===== config.mk =====
export PLATFORM = sky130hd
export DESIGN_NAME = vc1_start_code_split_unescape
export DESIGN_NICKNAME = d
export VERILOG_FILES = /design/src/vc1scu_pkg.sv /design/src/vc1_start_code_split_unescape.sv /design/src/vc1scu_front.sv /design/src/vc1scu_queue.sv /design/src/vc1scu_back.sv
export VERILOG_INCLUDE_DIRS = /design/src /design/src/src
export SDC_FILE = /design/constraint.sdc
export NUM_CORES = 1
export LEC_CHECK = 0
export BUFFER_PORTS_ARGS = -buffer_cell sky130_fd_sc_hd__buf_2
export CELL_PAD_IN_SITES_DETAIL_PLACEMENT = 2
export CELL_PAD_IN_SITES_GLOBAL_PLACEMENT = 2
export CORE_ASPECT_RATIO = 0.7
export CORE_MARGIN = 5
export CORE_UTILIZATION = 47
export DETAILED_ROUTE_END_ITERATION = 8
export PLACE_DENSITY_LB_ADDON = 0.1
export SKIP_LAST_GASP = 1
export SLEW_MARGIN = 0
export SYNTH_ARGS = -nofsm -noshare
export SYNTH_HDL_FRONTEND = slang
export SYNTH_SLANG_ARGS = --single-unit

===== constraint.sdc =====
create_clock -name clk -period 4.15 [get_ports clk]
set_input_delay 0.415 -clock clk [delete_from_list [all_inputs] [get_ports clk]]
set_output_delay 0.415 -clock clk [all_outputs]
set_load 0.02 [all_outputs]

===== src/vc1_start_code_split_unescape_macros.svh =====
// Assertion helpers used by the file that checks this block.
`ifndef VC1_START_CODE_SPLIT_UNESCAPE_MACROS_SVH
`define VC1_START_CODE_SPLIT_UNESCAPE_MACROS_SVH

// Same-cycle implication, checked at each rising edge out of reset.
`define VC1SCU_ASSERT_IMPL(label, clk, rst_n, ante, cons, msg) \
	label: assert property (@(posedge clk) disable iff (!rst_n) (ante) |-> (cons)) \
		else $error(msg);

// Next-cycle implication, checked at each rising edge out of reset.
`define VC1SCU_ASSERT_NEXT(label, clk, rst_n, ante, cons, msg) \
	label: assert property (@(posedge clk) disable iff (!rst_n) (ante) |=> (cons)) \
		else $error(msg);

`endif


===== src/vc1scu_pkg.sv =====
`timescale 1ns / 1ps

package vc1scu_pkg;

	localparam int unsigned WIN_DEPTH = 5;
	localparam int unsigned HOLD_BACK = 4;
	localparam int unsigned PRE_DEPTH = 3;
	localparam int unsigned FILL_W    = $clog2(WIN_DEPTH + 1);
	localparam int unsigned QDEPTH    = 2;

	localparam logic [7:0]  ESC_BYTE  = 8'h03;
	localparam logic [7:0]  ESC_LIMIT = 8'h04;
	localparam logic [7:0]  ZERO_BYTE = 8'h00;
	localparam logic [23:0] SC_PREFIX = 24'h000001;
	localparam logic [1:0]  POS_MAX   = 2'd2;
	localparam logic [1:0]  ZH_FULL   = 2'b11;

	typedef logic [7:0] byte_t;

	typedef struct packed {
		logic [7:0] in_byte;
		logic       end_of_buffer;
	} in_item_t;

	typedef struct packed {
		logic [7:0] out_byte;
		logic       code_flag;
		logic       last_of_item;
	} out_item_t;

	// Work for the back end from one input beat: decide the first n_ops bytes
	// of seq oldest first, then open a new code and/or close the buffer.
	typedef struct packed {
		logic [FILL_W-1:0]            n_ops;
		logic                         last_has_next;
		byte_t [WIN_DEPTH-1:0]        seq;
		logic                         new_code;
		byte_t                        code;
		logic                         eob;
	} work_t;

endpackage


===== src/vc1_start_code_split_unescape.sv =====
`timescale 1ns / 1ps
// VC-1 start code splitter and escape remover.
// Input channel: push/full with one raw byte per beat on item (in_byte plus
// end_of_buffer on the final byte of a buffer). Output channel: empty/pop with
// one result per beat on result: a payload byte with escape bytes removed, or
// a start code type with code_flag set; last_of_item marks the final result
// caused by one input beat. An input beat may cause zero to six results.
// Throughput: one input beat per cycle while each beat decides at most one
// byte, no code type waits and results are popped. The front end finds codes
// and builds a work entry per beat combinationally; a two-entry queue parts
// it from the back end, which makes the escape decisions one byte a cycle,
// kept or dropped, while results are popped, sends a waiting code type first
// and takes up even a beat that decides no byte. full rises only while the
// back end is busy, and each result is registered before it shows.
// Reset (arst_n low) empties the queue and the result register and starts a
// new buffer: bytes before the first start code are dropped.
// When pop stays low the result holds, the back end stalls, then the queue
// fills and full rises; no beat is lost.

`include "vc1_start_code_split_unescape_macros.svh"

module vc1_start_code_split_unescape (
	input  logic                  clk,
	input  logic                  arst_n,
	input  logic                  push,
	output logic                  full,
	input  vc1scu_pkg::in_item_t  item,
	output logic                  empty,
	input  logic                  pop,
	output vc1scu_pkg::out_item_t result
);

	logic              accept;
	logic              q_full;
	logic              q_nonempty;
	logic              q_take;
	logic              back_busy;
	vc1scu_pkg::work_t front_entry;
	vc1scu_pkg::work_t head;

	// take a beat only when the queue has room for its work entry
	assign full   = q_full;
	assign accept = push && !q_full;

	vc1scu_front u_front (
		.clk    (clk),
		.arst_n (arst_n),
		.item   (item),
		.accept (accept),
		.entry  (front_entry)
	);

	vc1scu_queue u_queue (
		.clk      (clk),
		.arst_n   (arst_n),
		.wr_en    (accept),
		.wr_data  (front_entry),
		.full     (q_full),
		.rd_en    (q_take),
		.rd_data  (head),
		.nonempty (q_nonempty)
	);

	vc1scu_back u_back (
		.clk        (clk),
		.arst_n     (arst_n),
		.head       (head),
		.head_valid (q_nonempty),
		.take       (q_take),
		.busy       (back_busy),
		.result     (result),
		.empty      (empty),
		.pop        (pop)
	);

	// queue can only fill up behind a busy back end
	`VC1SCU_ASSERT_IMPL(a_full_means_busy, clk, arst_n, q_full, back_busy, "queue full while back idle")
	// an idle back end picks up waiting work at once
	`VC1SCU_ASSERT_NEXT(a_idle_loads, clk, arst_n, !back_busy && q_nonempty, back_busy, "work left")
	// a code type is always followed by a payload byte of the same beat
	`VC1SCU_ASSERT_IMPL(a_marker_not_last, clk, arst_n, !empty && result.code_flag, !result.last_of_item, "marker last")

endmodule


===== src/vc1scu_front.sv =====
`timescale 1ns / 1ps

module vc1scu_front (
	input  logic                 clk,
	input  logic                 arst_n,
	input  vc1scu_pkg::in_item_t item,
	input  logic                 accept,
	output vc1scu_pkg::work_t    entry
);

	localparam int unsigned FW = vc1scu_pkg::FILL_W;
	localparam int unsigned HB = vc1scu_pkg::HOLD_BACK;

	vc1scu_pkg::byte_t wl_q [HB];
	vc1scu_pkg::byte_t wl_d [HB];
	logic [23:0]       hist_q;
	logic [FW-1:0]     fill_q;
	logic [FW-1:0]     fill_d;
	logic              mseen_q;
	logic              mseen_d;
	logic              found;
	logic              shift;
	logic [FW-1:0]     lim;
	vc1scu_pkg::byte_t b;
	logic              eob;

	always_comb begin
		b     = item.in_byte;
		eob   = item.end_of_buffer;
		found = (fill_q >= FW'(vc1scu_pkg::PRE_DEPTH)) && (hist_q == vc1scu_pkg::SC_PREFIX);

		// raw bytes in arrival order, the incoming one right after the held ones
		for (int k = 0; k < int'(HB); k++) begin
			entry.seq[k] = (FW'(k) < fill_q) ? wl_q[k] : b;
		end
		entry.seq[vc1scu_pkg::WIN_DEPTH-1] = b;

		entry.n_ops         = '0;
		entry.last_has_next = 1'b0;
		priority if (!mseen_q) begin
			entry.n_ops = '0;
		end else if (found) begin
			entry.n_ops = (fill_q == FW'(HB)) ? FW'(1) : FW'(0);
		end else if (eob) begin
			entry.n_ops = fill_q + FW'(1);
		end else if (fill_q == FW'(HB)) begin
			entry.n_ops         = FW'(1);
			entry.last_has_next = 1'b1;
		end else begin
			entry.n_ops = '0;
		end
		entry.new_code = found;
		entry.code     = b;
		entry.eob      = eob;

		// append the byte, dropping the oldest when the window is at its limit
		lim   = mseen_q ? FW'(HB) : FW'(vc1scu_pkg::PRE_DEPTH);
		shift = (fill_q == lim);
		for (int k = 0; k < int'(HB) - 1; k++) begin
			if (shift) begin
				wl_d[k] = (FW'(k + 1) == lim) ? b : wl_q[k + 1];
			end else begin
				wl_d[k] = (FW'(k) == fill_q) ? b : wl_q[k];
			end
		end
		if (shift) begin
			wl_d[HB-1] = (lim == FW'(HB)) ? b : wl_q[HB-1];
		end else begin
			wl_d[HB-1] = (fill_q == FW'(HB - 1)) ? b : wl_q[HB-1];
		end

		priority if (eob || found) begin
			fill_d = '0;
		end else if (shift) begin
			fill_d = fill_q;
		end else begin
			fill_d = fill_q + FW'(1);
		end

		priority if (eob) begin
			mseen_d = 1'b0;
		end else if (found) begin
			mseen_d = 1'b1;
		end else begin
			mseen_d = mseen_q;
		end
	end

	always_ff @(posedge clk or negedge arst_n) begin
		if (!arst_n) begin
			fill_q  <= '0;
			mseen_q <= 1'b0;
		end else if (accept) begin
			fill_q  <= fill_d;
			mseen_q <= mseen_d;
		end
	end

	always_ff @(posedge clk) begin
		if (accept) begin
			wl_q   <= wl_d;
			hist_q <= {hist_q[15:0], b};
		end
	end

endmodule


===== src/vc1scu_queue.sv =====
`timescale 1ns / 1ps

module vc1scu_queue (
	input  logic              clk,
	input  logic              arst_n,
	input  logic              wr_en,
	input  vc1scu_pkg::work_t wr_data,
	output logic              full,
	input  logic              rd_en,
	output vc1scu_pkg::work_t rd_data,
	output logic              nonempty
);

	localparam int unsigned DEPTH = vc1scu_pkg::QDEPTH;
	localparam int unsigned AW    = (DEPTH > 1) ? $clog2(DEPTH) : 1;
	localparam int unsigned CW    = $clog2(DEPTH + 1);

	vc1scu_pkg::work_t mem [DEPTH];
	logic [AW-1:0]     wptr_q;
	logic [AW-1:0]     rptr_q;
	logic [CW-1:0]     cnt_q;

	assign full     = (cnt_q == CW'(DEPTH));
	assign nonempty = (cnt_q != '0);
	assign rd_data  = mem[rptr_q];

	always_ff @(posedge clk or negedge arst_n) begin
		if (!arst_n) begin
			wptr_q <= '0;
			rptr_q <= '0;
			cnt_q  <= '0;
		end else begin
			if (wr_en) begin
				wptr_q <= (wptr_q == AW'(DEPTH - 1)) ? '0 : wptr_q + AW'(1);
			end
			if (rd_en) begin
				rptr_q <= (rptr_q == AW'(DEPTH - 1)) ? '0 : rptr_q + AW'(1);
			end
			unique case ({wr_en, rd_en})
				2'b10:   cnt_q <= cnt_q + CW'(1);
				2'b01:   cnt_q <= cnt_q - CW'(1);
				default: cnt_q <= cnt_q;
			endcase
		end
	end

	always_ff @(posedge clk) begin
		if (wr_en) begin
			mem[wptr_q] <= wr_data;
		end
	end

endmodule


===== src/vc1scu_back.sv =====
`timescale 1ns / 1ps

module vc1scu_back (
	input  logic                  clk,
	input  logic                  arst_n,
	input  vc1scu_pkg::work_t     head,
	input  logic                  head_valid,
	output logic                  take,
	output logic                  busy,
	output vc1scu_pkg::out_item_t result,
	output logic                  empty,
	input  logic                  pop
);

	localparam int unsigned FW = vc1scu_pkg::FILL_W;

	vc1scu_pkg::work_t     w_q;
	logic                  busy_q;
	logic [1:0]            zh_q;
	logic                  skip_q;
	logic [1:0]            pos_q;
	logic                  pend_v_q;
	vc1scu_pkg::byte_t     pend_code_q;
	logic                  ov_q;
	vc1scu_pkg::out_item_t res_q;
	vc1scu_pkg::out_item_t res_d;

	vc1scu_pkg::byte_t cur;
	vc1scu_pkg::byte_t nx;
	logic              has_next;
	logic              drop;
	logic              ops_left;
	logic              out_free;
	logic              do_marker;
	logic              do_decide;
	logic              finish;
	logic              emit;

	always_comb begin
		cur      = w_q.seq[0];
		nx       = w_q.seq[1];
		has_next = (w_q.n_ops > FW'(1)) || w_q.last_has_next;
		drop     = !skip_q && (cur == vc1scu_pkg::ESC_BYTE) && (pos_q == vc1scu_pkg::POS_MAX) &&
			(zh_q == vc1scu_pkg::ZH_FULL) && has_next && (nx < vc1scu_pkg::ESC_LIMIT);
		ops_left  = (w_q.n_ops != '0);
		out_free  = !ov_q || pop;
		// the code type goes out ahead of the first byte of its payload
		do_marker = busy_q && ops_left && pend_v_q && out_free;
		do_decide = busy_q && ops_left && !pend_v_q && (drop || out_free);
		finish    = busy_q && (!ops_left || (do_decide && (w_q.n_ops == FW'(1))));
		take      = head_valid && (!busy_q || finish);
		emit      = do_marker || (do_decide && !drop);
		if (pend_v_q) begin
			res_d.out_byte     = pend_code_q;
			res_d.code_flag    = 1'b1;
			res_d.last_of_item = 1'b0;
		end else begin
			res_d.out_byte     = cur;
			res_d.code_flag    = 1'b0;
			res_d.last_of_item = (w_q.n_ops == FW'(1));
		end
	end

	assign busy   = busy_q;
	assign empty  = !ov_q;
	assign result = res_q;

	always_ff @(posedge clk or negedge arst_n) begin
		if (!arst_n) begin
			busy_q   <= 1'b0;
			ov_q     <= 1'b0;
			zh_q     <= '0;
			skip_q   <= 1'b0;
			pos_q    <= '0;
			pend_v_q <= 1'b0;
		end else begin
			if (emit) begin
				ov_q <= 1'b1;
			end else if (pop) begin
				ov_q <= 1'b0;
			end
			// restart the escape history for a new code or a new buffer
			if (finish && (w_q.new_code || w_q.eob)) begin
				pend_v_q <= w_q.new_code && !w_q.eob;
				zh_q     <= '0;
				skip_q   <= 1'b0;
				pos_q    <= '0;
			end else begin
				if (do_marker) begin
					pend_v_q <= 1'b0;
				end
				if (do_decide) begin
					skip_q <= drop;
					zh_q   <= {zh_q[0], cur == vc1scu_pkg::ZERO_BYTE};
					if (pos_q != vc1scu_pkg::POS_MAX) begin
						pos_q <= pos_q + 2'd1;
					end
				end
			end
			if (take) begin
				busy_q <= 1'b1;
			end else if (finish) begin
				busy_q <= 1'b0;
			end
		end
	end

	always_ff @(posedge clk) begin
		if (emit) begin
			res_q <= res_d;
		end
		if (finish && w_q.new_code) begin
			pend_code_q <= w_q.code;
		end
		if (take) begin
			w_q <= head;
		end else if (do_decide) begin
			w_q.seq   <= w_q.seq >> $bits(vc1scu_pkg::byte_t);
			w_q.n_ops <= w_q.n_ops - FW'(1);
		end
	end

endmodule

Yosys cells after proc, flatten, opt, wreduce, memory -nomap -nowiden. Memory sizes are Yosys's and may differ from the RTL's. Index checks and enable logic that the tools add are counted. Widths: inputs -> output; s select.

Add/subtract/negate cells: 7. Order comparisons: 7. Equality and inequality tests: 20. Muxes and demuxes: 52. Reductions and logical operators: 58.

Operators by type and width (count): $mux 8 (16); $mux 40 (2); $reduce_bool 2->1 (13); $eq 24x1->1 const B (1); $mux 3 (8); $logic_and 1x1->1 (19); $mux 1 (19); $reduce_and 2->1 (6); $mux 10 (1); $mux 2 (5); $eq 2x3->1 const A (3); $eq 2x2->1 const B (4); $eq 8x2->1 const B (1); $logic_not 1->1 (8); $logic_not 8->1 (1); $logic_or 1x1->1 (8); $lt 8x3->1 const B (1); $eq 1x3->1 const A (2); $eq 3x3->1 const B (2); $lt 1x3->1 const A (2); $lt 2x3->1 const A (2); $ne 2x2->1 const B (3); $add 2x1->2 const B (2); $pmux 2 s2 (1); 13 further kinds (14).

Register bits after elaboration: 144. RAM bits: 108. Input bits: 13. Output and inout bits: 12. Logic and storage cells: 175. Memories kept: 1.

Memories: u_queue.mem (words 2, width 54, rd ports 1, clocked after memory_dff 0, write ports 1, RTL line vc1scu_queue.sv:18) `vc1scu_pkg::work_t mem [DEPTH];`.

Longest topological paths before layout.
Word-level depth: 15. Gate-level depth with buffers: 12.

By module. From an unflattened synthesis, not the netlist that was laid out.

Cells, all modules: 583. Area total of the unflattened synthesis: 10776.6 um^2.

By module, submodules not included: vc1scu_queue (times used 1, cells each 184, area an instance 4332.9 um^2); vc1scu_back (times used 1, cells each 200, area an instance 3382.0 um^2); vc1scu_front (times used 1, cells each 198, area an instance 3047.9 um^2); vc1_start_code_split_unescape (times used 1, cells each 1, area an instance 13.8 um^2).

Worst setup path before layout. Ideal clock, no wire load.

Path kind: reg2reg. From: register u_back.w_q[51] (netlist bit). To: register u_back.w_q (netlist bit u_back.cur[0]) (enable). Setup time: 0.407 ns. Arrival: 3.125 ns. Required time: 3.743 ns. Setup slack: 0.618 ns. Stages on the path, launching flop included: 9. Buffers on the path: 2. Clock period less this slack: 3.532 ns. Cell sequence: edfxtp_1 > ha_1 > o21bai_1 > a2111o_1 > or2_1 > buf_2 > a21oi_4 > buf_6 > nand2b_1.

Longest elaborated chain between the ends: 12. Elaborated cells on any way between the ends: 17. Classes of those cells: order compare: 1; eq/ne: 1; reduce/logical: 15.

Ends and longest elaborated chain: from (decl) (RTL line vc1scu_back.sv:17) `vc1scu_pkg::work_t w_q;`; $gt 3x1->1 (RTL line vc1scu_back.sv:42) `has_next = (w_q.n_ops > FW'(1)) || w_q.last_has_next;`; $logic_or 1x1->1 (RTL line vc1scu_back.sv:42); $logic_and 1x1->1 (2 in a row) (RTL line vc1scu_back.sv:44) `(zh_q == vc1scu_pkg::ZH_FULL) && has_next && (nx < vc1scu_pkg::ESC_LIMIT);`; $logic_or 1x1->1 (RTL line vc1scu_back.sv:49) `do_decide = busy_q && ops_left && !pend_v_q && (drop || out_free);`; $logic_and 1x1->1 (RTL line vc1scu_back.sv:49); $logic_and 1x1->1 (RTL line vc1scu_back.sv:50) `finish = busy_q && (!ops_left || (do_decide && (w_q.n_ops == FW'(1))));`; $logic_or 1x1->1 (RTL line vc1scu_back.sv:50); $logic_and 1x1->1 (RTL line vc1scu_back.sv:50); $logic_or 1x1->1 (RTL line vc1scu_back.sv:51) `take = head_valid && (!busy_q || finish);`; $logic_and 1x1->1 (RTL line vc1scu_back.sv:51); $reduce_bool 2->1 (no line) (*).

Every way passes the cells marked *; elsewhere a longest branch is shown, timed or not. A chain may end at the register's enable or synchronous reset.

Worst setup path in the final report.
From: register u_back.w_q[51] (netlist bit). To: register u_back.w_q[42] (netlist bit) (enable).

The elaborated chain is that of the path after synthesis.

==> results.tsv <==
stage	metric	value	unit
status	status	finished, final reports clean	
grt	overflow	0	
placement	gp_congestion	0.785	
timing	finalCritPeriodShare	88.4	%
critical_path	start_kind	flip-flop	
grt	grt_max_degree	57	
finish	layout_common_cells	edfxtp_1, mux2_2, nand2_1, clkbuf_16, buf_2	
logic_synthesis	yosysUniqueCellTypes	49	
detailed_routing	num_vias	5047	
job	cap_violations	0	
power	swShare	31.7	%
logic_synthesis	synth_cells	563	
clock_network	root_buffer	clkbuf_16	
timing	worst_slew_pin_slew	1.15	ns
finish	nFillCells	1759	
logic_synthesis	yosysSeqAreaShare	73.1	%
clock_network	cts_tree	done	
floorplan	die_area	23400	um^2
logic_synthesis	ys_dominant_reg_cell	edfxtp_1	
grt	antenna_found_initial	0	
detailed_routing	drc	0	
floorplan	fp.dieW	181	um
floorplan	initial_core_util	48.1	%
critical_path	reg2reg_depth	6	
critical_path	crit_type	flip-flop to flip-flop	
timing	rsz0062_at_grt	false	
clock_network	cts.sinks	236	
timing	slew_violations	0	
clock_network	clk_pin_slew	0.06	ns
clock_network	cts_buffers	24	
hold_path	hp-class	input port to flip-flop	
power	vdd.ir_drop.worst	0.392	mV
timing	hold_viol	0	
placement	dp.cells	851	
timing	fin_skew	0.0145	ns
timing	finalSetupTns	0	ns
critical_path	critPathCapture	u_back.w_q[42]$_SDFFCE_PP0P_	
detailed_routing	ant_nets	0	
critical_path	rr_endpoint	u_back.w_q[42]$_SDFFCE_PP0P_	
grt	grt_usage	21.7	%
power	p_per_area	831	nW/um^2
detailed_routing	top_layer_used	met4	
detailed_routing	wl_per_cell	27.7	um
detailed_routing	drt_first_pass_iters	5	
placement	dp_hpwl	15.6	mm
finish	drive_gt1_share	31.0	%
clock_network	clock_latency	0.51	ns
critical_path	crit_path_max_fanout	23	
placement	placed_cell_area	10100	um^2
logic_synthesis	synth_edf_count	220	
power	internal-power	6.20	mW
detailed_routing	wl_met2	12.0	mm
grt	grt_pass1_wl	38.2	mm
timing	relSlewSlack	23.6	%
finish	nets	629	
finish	layout_commonest_cell	edfxtp_1	
timing	fmax	273	MHz
critical_path	r2r_slack	0.48	ns
clock_network	cts_max_level	1	
finish	final_area	10900	um^2
floorplan	io_pins	25	
detailed_routing	drt_iter0_markers	362	
clock_network	clockBufferDepth	3	
critical_path	cp-end-kind	flip-flop	
logic_synthesis	ys_warn_count	0	
floorplan	rows	43	
floorplan	core_area	19900	um^2
finish	fin_util	54.9	%
critical_path	arrival	3.82	ns
grt	grt_pass1_vias	5806	
power	p_sw	2.88	mW
floorplan	die_h	129	um
detailed_routing	wl_met1	11.6	mm
logic_synthesis	syn_area_per_cell	17.0	um^2
power	p_seq_share	46.8	%
detailed_routing	dr_wl_met3	795	um
power	leakagePower	3.82	nW
timing	min_period	3.67	ns
critical_path	r2r-start	u_back.w_q[51]$_DFFE_PP_	
critical_path	startpoint	u_back.w_q[51]$_DFFE_PP_	
logic_synthesis	synth-seq-cells	236	
detailed_routing	wl	24.8	mm
logic_synthesis	synth_nets	584	
power	clockPowerShare	26.4	%
detailed_routing	vias_per_cell	5.63	
timing	setup_viol	0	
finish	area_delta_synth_final	14.1	%
placement	port_buffers	24	
critical_path	required	4.31	ns
clock_network	cts_setup_buffers	0	
power	share_comb_of_total_power	26.8	%
finish	layout.cells.non_filler	896	
finish	antennaDiodeCount	0	
logic_synthesis	syn_area	9580	um^2
logic_synthesis	ys_async_sr_fraction	6.78	%
-- Yosys cell counts, types with 3 or more instances --
cell | instances | area share (%)
xnor2_1 | 4 | 0.37
inv_1 | 12 | 0.47
nand3_1 | 3 | 0.16
mux2i_1 | 7 | 0.73
a21oi_1 | 13 | 0.68
nor4_1 | 5 | 0.33
clkbuf_1 | 10 | 0.39
nor2_1 | 12 | 0.47
and2_1 | 8 | 0.52
dfrtp_1 | 16 | 4.2
or4_1 | 3 | 0.23
or3_1 | 6 | 0.39
buf_1 | 3 | 0.12
mux2_2 | 114 | 13
edfxtp_1 | 220 | 69
mux2_1 | 9 | 1.1
nor3_1 | 7 | 0.37
ha_1 | 8 | 1.0
nand2_1 | 48 | 1.9
buf_6 | 3 | 0.35
nand2b_1 | 10 | 0.65
o21ai_0 | 7 | 0.37
-- cell type report --
class | instances | area (um^2) | area share, %
inverter | 12 | 45.0 | 0.412
multi-input combinational | 297 | 2450 | 22.4
clock inverter | 11 | 204 | 1.87
clock buffer | 33 | 666 | 6.09
tap | 270 | 338 | 3.09
timing repair buffer | 37 | 220 | 2.01
sequential | 236 | 7010 | 64.1
-- state kept, by name (all words and copies together), names as in the netlist, 2 cells and up --
| register | cells |
|---|---|
| u_back.cur | 8 |
| u_back.nx | 8 |
| u_back.pend_code_q | 8 |
| u_back.pos_q | 2 |
| u_back.result | 10 |
| u_back.w_q | 38 |
| u_back.zh_q | 2 |
| u_front.fill_q | 3 |
| u_front.hist_q | 24 |
| u_front.wl_q | 32 |
| u_queue.cnt_q | 2 |
| u_queue.mem | 92 |
-- worst max-delay path: stages (launching register included) --
cell and delay, ns:
edfxtp_1 0.45, ha_1 0.28, o21bai_1 0.21, a2111oi_0 0.82, a21oi_1 0.45, nand2b_2 0.59, buf_4 0.50
-- worst min path at each step --
stage	depth (start not counted)	start	to	slack (ns)
global route	2	item[0]	u_front.mseen_q$_DFFE_PN0P_	0.24
CTS	2	item[0]	u_front.mseen_q$_DFFE_PN0P_	0.20
global placement	1	arst_n	u_front.fill_q[1]$_DFFE_PN0P_	0.38
finish	2	item[0]	u_front.mseen_q$_DFFE_PN0P_	0.22
detailed placement	1	arst_n	u_front.fill_q[0]$_DFFE_PN0P_	0.39
floorplan	0	arst_n	u_back.busy$_DFFE_PN0P_	0.12
-- through the flow --
step	hold slack, ns	setup slack (ns)	power (mW)
6_report	0.215	0.481	9.08
5_1_grt	0.240	0.352	9.51
4_1_cts	0.202	0.474	9.17
3_5_place_dp	0.394	0.671	6.64
3_3_place_gp	0.378	1.09	6.35
2_1_floorplan	0.119	0.618	5.66
-- logic make-up (layout without fill, tap and decap cells) --
| logic type | Yosys count | after routing | share of synthesized area [%] |
|---|---|---|---|
| flops | 236 | 236 | 73.1 |
| compound gates | 37 | 37 | 2.53 |
| buf+inv | 30 | 93 | 1.44 |
| xor+xnor | 6 | 6 | 0.548 |
| simple gates | 116 | 116 | 6.15 |
| fa+ha+maj | 8 | 8 | 1.04 |
| mux | 130 | 130 | 15.2 |
-- power by group through the flow --
stage	combinational, mW	clock (mW)	sequential, mW
finish	2.43	2.40	4.25
global route	2.62	2.57	4.33
CTS	2.45	2.45	4.26
detailed placement	2.37	0	4.28
global placement	2.18	0	4.18
floorplan	1.62	0	4.05
-- per-layer routing --
layer,global-route usage (%),up-vias
met5,0,-
met4,4.53,0
met3,3.34,35
met2,36.6,96
met1,30.6,2673
li1,-,2243
-- timing repair --
item / CTS / global route
hold buffers: 1 / 0
gates resized for setup: 0 / 0
endpoints found under the hold margin: 16 / 0
Note: power is estimated with default switching activity, not from simulation.
